### src/rtl/deq_pkg.sv
`timescale 1ns / 1ps
`default_nettype none

package deq_pkg;

	localparam logic [2:0] CMD_PUSH_FRONT = 3'd0;
	localparam logic [2:0] CMD_PUSH_BACK  = 3'd1;
	localparam logic [2:0] CMD_POP_FRONT  = 3'd2;
	localparam logic [2:0] CMD_POP_BACK   = 3'd3;
	localparam logic [2:0] CMD_DISPLAY    = 3'd4;

	localparam int VALUE_W = 32;

	typedef enum logic [2:0] {
		OP_PUSH_FRONT,
		OP_PUSH_BACK,
		OP_POP_FRONT,
		OP_POP_BACK,
		OP_DISPLAY
	} op_t;

	typedef enum logic [1:0] {
		STAT_OK        = 2'd0,
		STAT_OVERFLOW  = 2'd1,
		STAT_UNDERFLOW = 2'd2,
		STAT_EMPTY     = 2'd3
	} status_t;

	typedef enum logic [1:0] {
		S_IDLE,
		S_POP,
		S_DISP
	} state_t;

	typedef struct packed {
		op_t                op;
		logic [VALUE_W-1:0] value;
	} deq_cmd_t;

endpackage

`default_nettype wire

### src/rtl/deq_ram.sv
`timescale 1ns / 1ps
`default_nettype none

module deq_ram #(
	parameter int WIDTH = 32,
	parameter int DEPTH = 16
) (
	input  wire logic                     clk,
	input  wire logic                     we,
	input  wire logic [$clog2(DEPTH)-1:0] waddr,
	input  wire logic [WIDTH-1:0]         wdata,
	input  wire logic                     re,
	input  wire logic [$clog2(DEPTH)-1:0] raddr,
	output      logic [WIDTH-1:0]         rdata
);

	logic [WIDTH-1:0] mem_q [DEPTH];
	logic [WIDTH-1:0] rdata_q;

	always_ff @(posedge clk) begin
		if (we) begin
			mem_q[waddr] <= wdata;
		end
		if (re) begin
			rdata_q <= mem_q[raddr];
		end
	end

	assign rdata = rdata_q;

endmodule

`default_nettype wire

### src/rtl/deq_front.sv
`timescale 1ns / 1ps
`default_nettype none

module deq_front
	import deq_pkg::*;
(
	input  wire logic               clk,
	input  wire logic               arst_n,
	input  wire logic               in_valid,
	output      logic               in_ready,
	input  wire logic [2:0]         cmd,
	input  wire logic [VALUE_W-1:0] push_value,
	output      logic               cq_valid,
	input  wire logic               cq_ready,
	output      deq_cmd_t           cq_data
);

	deq_cmd_t   slot_q [2];
	logic       wr_ptr_q;
	logic       rd_ptr_q;
	logic [1:0] fill_q;
	logic       cmd_ok;
	op_t        cmd_op;
	logic       push;
	logic       pop;

	// Unused command codes are accepted and dropped here.
	always_comb begin
		cmd_ok = 1'b1;
		cmd_op = OP_DISPLAY;
		unique case (cmd)
			CMD_PUSH_FRONT: cmd_op = OP_PUSH_FRONT;
			CMD_PUSH_BACK:  cmd_op = OP_PUSH_BACK;
			CMD_POP_FRONT:  cmd_op = OP_POP_FRONT;
			CMD_POP_BACK:   cmd_op = OP_POP_BACK;
			CMD_DISPLAY:    cmd_op = OP_DISPLAY;
			default:        cmd_ok = 1'b0;
		endcase
	end

	assign in_ready = (fill_q != 2'd2);
	assign cq_valid = (fill_q != 2'd0);
	assign cq_data  = slot_q[rd_ptr_q];
	assign push     = in_valid && in_ready && cmd_ok;
	assign pop      = cq_valid && cq_ready;

	always_ff @(posedge clk) begin
		if (push) begin
			slot_q[wr_ptr_q] <= '{op: cmd_op, value: push_value};
		end
	end

	always_ff @(posedge clk or negedge arst_n) begin
		if (!arst_n) begin
			wr_ptr_q <= 1'b0;
			rd_ptr_q <= 1'b0;
			fill_q   <= 2'd0;
		end else begin
			if (push) begin
				wr_ptr_q <= ~wr_ptr_q;
			end
			if (pop) begin
				rd_ptr_q <= ~rd_ptr_q;
			end
			if (push && !pop) begin
				fill_q <= fill_q + 2'd1;
			end else if (pop && !push) begin
				fill_q <= fill_q - 2'd1;
			end
		end
	end

endmodule

`default_nettype wire

### src/rtl/deq_back.sv
`timescale 1ns / 1ps
`default_nettype none

module deq_back
	import deq_pkg::*;
#(
	parameter int DEPTH = 16
) (
	input  wire logic               clk,
	input  wire logic               arst_n,
	input  wire logic               cq_valid,
	output      logic               cq_ready,
	input  wire deq_cmd_t           cq_data,
	output      logic               out_valid,
	input  wire logic               out_ready,
	output      logic [VALUE_W-1:0] out_value,
	output      logic [1:0]         status,
	output      logic               last
);

	localparam int IW = $clog2(DEPTH);
	localparam int CW = $clog2(DEPTH + 1);
	localparam logic [CW-1:0] FULL_C  = CW'(DEPTH);
	localparam logic [IW-1:0] LAST_IX = IW'(DEPTH - 1);
	localparam logic [IW:0]   SPAN_C  = (IW + 1)'(DEPTH);

	state_t             state_q;
	state_t             state_d;
	logic [IW-1:0]      front_q;
	logic [IW-1:0]      front_d;
	logic [CW-1:0]      count_q;
	logic [CW-1:0]      count_d;
	logic [IW-1:0]      pos_q;
	logic [IW-1:0]      pos_d;
	logic [CW-1:0]      idx_q;
	logic [CW-1:0]      idx_d;
	logic               out_valid_q;
	logic [VALUE_W-1:0] out_value_q;
	status_t            status_q;
	logic               last_q;

	logic               slot_free;
	logic               take;
	logic               full;
	logic               empty;
	logic               load;
	logic [VALUE_W-1:0] res_value;
	status_t            res_status;
	logic               res_last;
	logic               we;
	logic               re;
	logic [IW-1:0]      waddr;
	logic [IW-1:0]      raddr;
	logic [VALUE_W-1:0] rdata;
	logic [IW:0]        tail_sum;
	logic [IW:0]        back_sum;
	logic [IW-1:0]      tail_pos;
	logic [IW-1:0]      back_pos;
	logic [IW-1:0]      pos_next;
	logic               disp_end;

	function automatic logic [IW-1:0] wrap_sum(input logic [IW:0] s);
		logic [IW:0] r;
		r = (s >= SPAN_C) ? (s - SPAN_C) : s;
		return r[IW-1:0];
	endfunction

	deq_ram #(
		.WIDTH (VALUE_W),
		.DEPTH (DEPTH)
	) u_store (
		.clk   (clk),
		.we    (we),
		.waddr (waddr),
		.wdata (cq_data.value),
		.re    (re),
		.raddr (raddr),
		.rdata (rdata)
	);

	assign slot_free = !out_valid_q || out_ready;
	assign take      = (state_q == S_IDLE) && cq_valid && slot_free;
	assign full      = (count_q == FULL_C);
	assign empty     = (count_q == '0);
	assign tail_sum  = {1'b0, front_q} + (IW + 1)'(count_q);
	assign back_sum  = {1'b0, front_q} + (IW + 1)'(count_q - 1'b1);
	assign tail_pos  = wrap_sum(tail_sum);
	assign back_pos  = wrap_sum(back_sum);
	assign pos_next  = (pos_q == LAST_IX) ? '0 : pos_q + 1'b1;
	assign disp_end  = ((idx_q + 1'b1) == count_q);

	always_comb begin
		state_d = state_q;
		unique case (state_q)
			S_IDLE: begin
				if (take && !empty) begin
					if (cq_data.op == OP_POP_FRONT || cq_data.op == OP_POP_BACK) begin
						state_d = S_POP;
					end else if (cq_data.op == OP_DISPLAY) begin
						state_d = S_DISP;
					end
				end
			end
			S_POP: state_d = S_IDLE;
			S_DISP: begin
				if (slot_free && disp_end) begin
					state_d = S_IDLE;
				end
			end
			default: state_d = S_IDLE;
		endcase
	end

	always_comb begin
		cq_ready   = 1'b0;
		load       = 1'b0;
		res_value  = '0;
		res_status = STAT_OK;
		res_last   = 1'b1;
		we         = 1'b0;
		waddr      = front_q;
		re         = 1'b0;
		raddr      = front_q;
		front_d    = front_q;
		count_d    = count_q;
		pos_d      = pos_q;
		idx_d      = idx_q;
		unique case (state_q)
			S_IDLE: begin
				cq_ready = slot_free;
				if (take) begin
					unique case (cq_data.op)
						OP_PUSH_FRONT: begin
							load = 1'b1;
							if (full) begin
								res_status = STAT_OVERFLOW;
							end else begin
								front_d = (front_q == '0) ? LAST_IX : front_q - 1'b1;
								we      = 1'b1;
								waddr   = front_d;
								count_d = count_q + 1'b1;
							end
						end
						OP_PUSH_BACK: begin
							load = 1'b1;
							if (full) begin
								res_status = STAT_OVERFLOW;
							end else begin
								we      = 1'b1;
								waddr   = tail_pos;
								count_d = count_q + 1'b1;
							end
						end
						OP_POP_FRONT: begin
							if (empty) begin
								load       = 1'b1;
								res_status = STAT_UNDERFLOW;
							end else begin
								re      = 1'b1;
								raddr   = front_q;
								front_d = (front_q == LAST_IX) ? '0 : front_q + 1'b1;
								count_d = count_q - 1'b1;
							end
						end
						OP_POP_BACK: begin
							if (empty) begin
								load       = 1'b1;
								res_status = STAT_UNDERFLOW;
							end else begin
								re      = 1'b1;
								raddr   = back_pos;
								count_d = count_q - 1'b1;
							end
						end
						OP_DISPLAY: begin
							if (empty) begin
								load       = 1'b1;
								res_status = STAT_EMPTY;
							end else begin
								re    = 1'b1;
								raddr = front_q;
								pos_d = front_q;
								idx_d = '0;
							end
						end
						default: ;
					endcase
				end
			end
			S_POP: begin
				load      = 1'b1;
				res_value = rdata;
			end
			S_DISP: begin
				if (slot_free) begin
					load      = 1'b1;
					res_value = rdata;
					res_last  = disp_end;
					if (!disp_end) begin
						re    = 1'b1;
						raddr = pos_next;
						pos_d = pos_next;
						idx_d = idx_q + 1'b1;
					end
				end
			end
			default: ;
		endcase
	end

	always_ff @(posedge clk or negedge arst_n) begin
		if (!arst_n) begin
			state_q     <= S_IDLE;
			front_q     <= '0;
			count_q     <= '0;
			pos_q       <= '0;
			idx_q       <= '0;
			out_valid_q <= 1'b0;
		end else begin
			state_q <= state_d;
			front_q <= front_d;
			count_q <= count_d;
			pos_q   <= pos_d;
			idx_q   <= idx_d;
			if (load) begin
				out_valid_q <= 1'b1;
			end else if (out_ready) begin
				out_valid_q <= 1'b0;
			end
		end
	end

	always_ff @(posedge clk) begin
		if (load) begin
			out_value_q <= res_value;
			status_q    <= res_status;
			last_q      <= res_last;
		end
	end

	assign out_valid = out_valid_q;
	assign out_value = out_value_q;
	assign status    = status_q;
	assign last      = last_q;

`ifndef SYNTHESIS
	a_count_bound: assert property (@(posedge clk) disable iff (!arst_n)
		count_q <= FULL_C)
		else $error("Entry count exceeds the store depth.");

	a_front_bound: assert property (@(posedge clk) disable iff (!arst_n)
		front_q <= LAST_IX)
		else $error("Front index is outside the store.");

	a_pop_slot_free: assert property (@(posedge clk) disable iff (!arst_n)
		state_q == S_POP |-> !out_valid_q)
		else $error("Pop read data arrived while the result register was occupied.");

	a_disp_nonempty: assert property (@(posedge clk) disable iff (!arst_n)
		state_q == S_DISP |-> count_q != '0 && idx_q < count_q)
		else $error("Display walk is outside the stored entries.");
`endif

endmodule

`default_nettype wire

### src/rtl/double_ended_queue_unit.sv
// Bounded deque of signed 32-bit values kept in a ring buffer of DEPTH entries. Each
// transaction carries a command (push front, push back, pop front, pop back, display)
// and a value, and yields one result per command, except display, which yields one
// result per stored entry from front to back with last set on the final one, or one
// empty-status result when nothing is stored. Unused command codes are dropped with
// no result. A two-entry command queue separates the input from the execution engine.
// Pushes and failed operations finish in the idle state that takes them; successful
// pops go on to the pop state, and a display walks the entries in the display state
// while the output register is free, as the entry RAM has a single registered read port;
// results wait in an output register while new commands are still taken into the queue.
`timescale 1ns / 1ps
`default_nettype none

module double_ended_queue_unit
	import deq_pkg::*;
#(
	parameter int DEPTH = 16
) (
	input  wire logic               clk,
	input  wire logic               arst_n,
	input  wire logic               in_valid,
	output      logic               in_ready,
	input  wire logic [2:0]         cmd,
	input  wire logic [VALUE_W-1:0] push_value,
	output      logic               out_valid,
	input  wire logic               out_ready,
	output      logic [VALUE_W-1:0] out_value,
	output      logic [1:0]         status,
	output      logic               last
);

	logic     cq_valid;
	logic     cq_ready;
	deq_cmd_t cq_data;

	deq_front u_front (
		.clk        (clk),
		.arst_n     (arst_n),
		.in_valid   (in_valid),
		.in_ready   (in_ready),
		.cmd        (cmd),
		.push_value (push_value),
		.cq_valid   (cq_valid),
		.cq_ready   (cq_ready),
		.cq_data    (cq_data)
	);

	deq_back #(
		.DEPTH (DEPTH)
	) u_back (
		.clk       (clk),
		.arst_n    (arst_n),
		.cq_valid  (cq_valid),
		.cq_ready  (cq_ready),
		.cq_data   (cq_data),
		.out_valid (out_valid),
		.out_ready (out_ready),
		.out_value (out_value),
		.status    (status),
		.last      (last)
	);

endmodule

`default_nettype wire

### config.mk
export PLATFORM = sky130hd
export DESIGN_NAME = double_ended_queue_unit
export DESIGN_NICKNAME = d
export VERILOG_FILES = /design/src/rtl/deq_pkg.sv /design/src/rtl/deq_ram.sv /design/src/rtl/deq_front.sv /design/src/rtl/deq_back.sv /design/src/rtl/double_ended_queue_unit.sv
export SDC_FILE = /design/constraint.sdc
export NUM_CORES = 1
export LEC_CHECK = 0
export ABC_AREA = 0
export BUFFER_PORTS_ARGS = -buffer_cell sky130_fd_sc_hd__buf_2
export CORE_UTILIZATION = 55
export DETAILED_ROUTE_END_ITERATION = 10
export GPL_ROUTABILITY_DRIVEN = 0
export PLACE_DENSITY = 0.72
export SYNTH_ARGS = -nofsm -noshare
export SYNTH_HDL_FRONTEND = slang
export SYNTH_HIERARCHICAL = 1
export SYNTH_SLANG_ARGS = --single-unit
### constraint.sdc
create_clock -name clk -period 6.7 [get_ports clk]
set_clock_uncertainty 0.1 [all_clocks]
set_input_delay 0.335 -clock clk [delete_from_list [all_inputs] [get_ports clk]]
set_output_delay 0.335 -clock clk [all_outputs]
set_load 0.05 [all_outputs]
Word-level counts from Yosys, hierarchy flattened
Memory sizes are Yosys's and may differ from the RTL's. A register that Yosys moved wholly into a read port is not among the register bits.
Index checks and enable logic that the tools add are counted.
- bits of input ports: 39
- logic and storage cells: 162
- output and inout port bits: 37
- bits in registers: 60
- memory bits (writable): 582
- memories: 2
- $lt $le $gt $ge: 2
- reduce and logical (&&, ||, !) cells: 36
- equal/unequal tests: 26
- multiplexer cells: 70
- add/subtract/negate cells: 12
- bitwise gates (word level): 2
- memories (memory ; depth ; bits a word ; read ports ; clocked after memory_dff ; wr ports ; RTL line ; text):
    u_back.u_store.mem_q ; 16 ; 32 ; 1 ; 1 ; 1 ; deq_ram.sv:17 ; logic [WIDTH-1:0] mem_q [DEPTH];
    u_front.slot_q ; 2 ; 35 ; 1 ; 0 ; 1 ; deq_front.sv:18 ; deq_cmd_t slot_q [2];
- operators with widths (cell ; count):
    4-bit 2-to-1 mux ; 20
    32-bit one-hot mux with 2 select lines ; 1
    5-bit 2-to-1 mux ; 7
    32-bit 2-to-1 mux ; 1
    4-bit one-hot mux with 2 select lines ; 4
    1-bit 2-to-1 mux ; 21
    5-bit one-hot mux with 2 select lines ; 2
    2-bit 2-to-1 mux ; 8
    2-bit != test (second input constant) ; 8
    3-bit by 2-bit equality test with 1-bit output (second input constant) ; 4
    3-bit one-hot mux with 4 select lines ; 1
    2-bit nonzero test ; 6
    4-bit by 1-bit subtractor with 4-bit output (second input constant) ; 3
    4-bit by 5-bit adder with 5-bit output ; 2
    5-bit by 1-bit adder with 5-bit output (second input constant) ; 2
    5-bit greater-or-equal comparator (second input constant) ; 2
    1-bit logical AND ; 9
    4-bit by 1-bit adder with 4-bit output (second input constant) ; 2
    4-bit equality test (second input constant) ; 2
    3-bit by 1-bit equality test with 1-bit output (second input constant) ; 2
    3-bit equality test (second input constant) ; 2
    3-bit zero test ; 2
    2-bit by 1-bit != test with 1-bit output (second input constant) ; 3
    2-bit one-hot mux with 3 select lines ; 1
    25 further kinds ; 33

Depth between registers and ports, before layout
- depth after elaboration: 8
- gate-level depth with buffers: 14
- depth with buffers taken out: 12

Modules after synthesis
Netlist, hierarchy kept.
- by module, submodules not included (module ; cells each ; times used ; sequential area each (sq um) ; area each (sq um)):
    deq_ram ; 838 ; 1 ; 16335.7 ; 20155.6
    deq_back ; 339 ; 1 ; 1576.5 ; 3523.4
    deq_front ; 132 ; 1 ; 2202.1 ; 2899.0

Least setup slack after synthesis
OpenSTA, ideal clock, no wires.
- path kind: register -> register
- from: register u_front.rd_ptr_q
- to: memory u_back.u_store.mem_q[0][0] (enable)
- cell stages (with the launch flop): 11
- data required time: 6.139 ns
- buffers on the path: 3
- period minus slack after synthesis: 5.420 ns
- library setup time: 0.461 ns
- setup slack: 1.280 ns
- arrival time: 4.859 ns
- path through: dfrtp_1 -> buf_6 -> buf_12 -> mux2_4 -> or4_1 -> clkbuf_1 -> nand2b_1 -> o21ai_0 -> o21ai_0 -> or3b_2 -> nor3_1
- RTL lines (item ; RTL line ; text):
    from (decl) ; deq_front.sv:20 ; logic rd_ptr_q;
    from (signal assigned) ; deq_front.sv:63 ; rd_ptr_q <= ~rd_ptr_q;
    to (decl) ; deq_ram.sv:17 ;

Worst setup path in the final report
- from: register u_back.state_q[0]
- to: memory u_back.u_store.mem_q[7][16] (enable)
- elaborated cells between the ends (all ways): 9
- those cells by class: mux: 6; reduce/logical: 3
- RTL lines (item ; RTL line ; text):
    from (decl) ; deq_back.sv:27 ; state_t state_q;
    from (signal assigned) ; deq_back.sv:220 ; state_q <= state_d;
    2-bit zero test * ; deq_back.sv:82, deq_back.sv:128 ;
    1-bit logical AND (2 in a row) ; deq_back.sv:82 ; assign take = (state_q == S_IDLE) && cq_valid && slot_free;
    4-bit 2-to-1 mux ; deq_back.sv:131 ; if (take) begin
    4-bit 2-to-1 mux * ; deq_back.sv:128 ; unique case (state_q)
    net u_back.waddr[1] ; deq_back.sv:52 ; logic [IW-1:0] waddr;
Mark *: on every way through the listed nets, which the timed path passes. The rest lies on a longest branch.

==> impl_results.md <==
* Status: finished clean
* First-pass GRT wire length at 80500 um
* # fillers at 3162
* Hold Path Class: input port to flip-flop
* Peak supply drop at 584 uV
* Reg clk slew, reported paths at 60 ps
* Multi-input gate area at 0.00617 sq mm
* CP required at 6790 ps
* CTS max path bufs at 3
* Ys Warns at 6
* Via count at 12972
* Register bit total from synthesis at 674
* Worst r2r dst: u_back/u_store/mem_q[7][16]
* Layer with the highest usage: met2
* Clock sink count at 674
* Async set or reset register ratio after synthesis at 3.71%
* Ports at 76
* Final Critical Period at 4730 ps
* Clock tree root buffer cell: clkbuf_16
* Wire per inst at 25.2 um
* M3 GR Usage at 3.70%
* RSZ-0062 raised after global routing: no
* Antenna Nets Post-Route at 0
* Final total power at 15500 uW
* Row cnt at 80
* Avg Cell Area, Syn at 20.3 sq um
* Initial Util at 55.7%
* Area grow syn2layout at 13.5%
* Core Box Area at 0.0477 sq mm
* Register Area at 0.0201 sq mm
* Congestion Overflow GR at 0
* Max_cap viols at 0
* Placed cells at 1950
* Die height at 222 um
* Number of flops mapped to enable cells by yosys at 649
* Slew headroom at 8.92%
* Setup TNS at 0 ps
* Met1 global-route usage at 31.0%
* Fin crit share at 70.6%
* Fin area at 0.0302 sq mm
* IO buf count at 75
* Post-CTS setup buffer count at 0
* Post-Syn Area at 0.0266 sq mm
* Post-Syn Nets at 1368
* DP Wirelength at 28900 um
* Final hold vios at 0
* Max FO, Critical Path at 32
* Post-Syn Instances at 1309
* Final setup violation count at 0
* Fin. max-slew vios at 0
* Iteration-0 DRC Markers at 1346
* Crit Path Class: flip-flop to flip-flop
* Post-Layout Cell Count at 2108
* FF-to-FF setup slack at 1970 ps
* Final core occ at 63.2%
* Register-to-Register Path Depth at 8
* Cts hold-fix bufs at 35
* Fraction of layout cells with a size suffix above 1 at 26.9%
* Clock buffer count from CTS at 67
* Die width at 222 um
* Arr. time, crit path at 4820 ps
* Cell variety after synth at 75
* Power per Cell Area at 515 mW/mm^2
* DRC at 0
* GRT Total Usage at 22.1%
* CP Capture Type: flip-flop
* Pre-antenna DRT Iters at 5
* Vias in the first global route at 13330
* Reg-to-reg startpoint: u_back/state_q[0]
* PostCTS Resize Cnt at 0
* Post-synthesis sequential area ratio at 75.7%
* Setup crit end: u_back/u_store/mem_q[7][16]
* Met2 Use GR at 36.0%
* Via/cell ratio at 6.15
* Leak pwr at 0.0100 uW
* Primary FF master, synth: edfxtp_1
* Critical path origin: u_back/state_q[0]
* CTS H-tree depth at 3
* Startpoint types: flip-flop
* Fmax at 212 MHz
* Layout Nets at 1498
* DIE AREA at 0.0492 sq mm
* Final WL at 53100 um
* Initial antenna violation count at 0
* Area after DPL at 0.0277 sq mm
* Largest net degree at the start of global routing at 129
* TritonCTS clock tree: yes
* Worst-Skew Late Latency at 600 ps
* Worst Max-Slew Pin Slew at 1360 ps
-- worst max-delay path: stages (launching register included) --
cell	delay, ps
dfrtp_1	400
inv_1	110
ha_1	340
nand2_1	170
or4_1	560
nand2b_1	250
o21ai_0	770
nand2_1	480
nor2_4	1130
-- logic make-up after synthesis --
kind of cell | synth area share, %
multiplexers | 13.0
AND/OR/NAND/NOR | 3.86
XOR/XNOR | 0.791
buffers and inverters | 1.77
flip-flops | 75.7
adder cells (fa/ha/maj) | 0.998
AO/OA/AOI/OAI | 3.88
-- metrics by stage --
stage | worst slack (ps) | hold WS [ps]
after CTS | 2030 | 25.1
after global routing | 1680 | 45.5
final | 1970 | 42.5
after detailed placement | 2100 | 288
after global placement | 2250 | 293
after floorplan | 1280 | -60.6
-- synthesized netlist by cell type (3+ instances only) --
library cell	count	share of area (%)
a21o_1	4	0.11
a21oi_1	15	0.28
a22oi_1	66	1.9
a311o_1	3	0.11
and2_1	34	0.80
and3_1	4	0.094
buf_1	12	0.17
buf_12	4	0.30
buf_2	10	0.19
buf_4	9	0.25
buf_6	4	0.17
clkbuf_1	31	0.44
dfrtp_1	25	2.4
edfxtp_1	649	73
ha_1	18	0.85
inv_1	18	0.25
mux2_2	8	0.34
mux2_4	29	1.6
mux2i_1	5	0.19
mux4_2	128	11
nand2_1	54	0.76
nand2b_1	10	0.24
nand3_1	11	0.21
nand3b_1	4	0.11
nor2_1	29	0.41
nor2b_1	7	0.16
nor3_1	9	0.17
nor4_1	3	0.071
o211ai_1	8	0.23
o21ai_0	16	0.30
or3_1	3	0.071
xnor2_1	15	0.49
xor2_1	9	0.30
-- placed cells by master, fill, tap and decap left out, drive strengths merged, types with 8 or more instances in the layout --
cell,count
clkinv,34
buf,96
nand3,12
ha,18
nor3,10
mux4,128
a21oi,15
xor2,9
mux2,37
a22oi,66
nand2b,10
edfxtp,649
and2,35
o211ai,8
nand2,54
clkbuf,77
xnor2,15
dlygate4sd3,35
o21ai,17
nor2,30
dfrtp,25
inv,22
-- registers in the layout, summed over array words and instances (netlist names) --
signal	count
u_front/wr_ptr_q	1
u_back/pos_q	4
u_back/u_store/mem_q	512
u_back/idx_q	5
u_back/u_store/rdata	32
u_front/fill_q	2
u_front/slot_q	70
u_front/rd_ptr_q	1
u_back/count_q	5
u_back/out_value	32
u_back/last	1
u_back/front_q	4
u_back/state_q	2
u_back/status	2
u_back/out_valid	1
-- worst min-delay path by stage --
stage / endpoint / startpoint / cells after the start / slack, ps
floorplan: u_back/count_q[0] / arst_n / 0 / -60
CTS: u_front/slot_q[0][32] / cmd[0] / 2 / 30
detailed placement: u_back/idx_q[2] / arst_n / 1 / 290
global placement: u_back/idx_q[0] / arst_n / 1 / 290
finish: u_front/slot_q[1][32] / cmd[0] / 2 / 40
global route: u_front/slot_q[1][32] / cmd[0] / 2 / 50
-- per-layer routing --
| metal | share of wire, % | up-vias | routed length [um] |
|---|---|---|---|
| met1 | 42 | 6838 | 22400 |
| li1 | - | 5608 | - |
| met5 | 0 | - | 0 |
| met3 | 6.1 | 68 | 3260 |
| met4 | 1.7 | 0 | 904 |
| met2 | 50 | 458 | 26500 |
-- layout make-up --
type | count | share of cell area [%]
antenna | 1 | 0.00829
clock buffer | 77 | 5.71
clock inverter | 45 | 1.35
inverter | 18 | 0.224
multi-input combinational | 547 | 20.5
sequential | 674 | 66.7
tap | 615 | 2.55
timing repair buffer | 131 | 3.01
-- power by group --
group          internal, uW  switching, uW  total, uW
Combinational          2380           3620       6000
Sequential             5660            246       5910
Clock                  2090           1540       3630
Total                 10100           5410      15500
No activity file was read; power rests on OpenSTA's default activity.
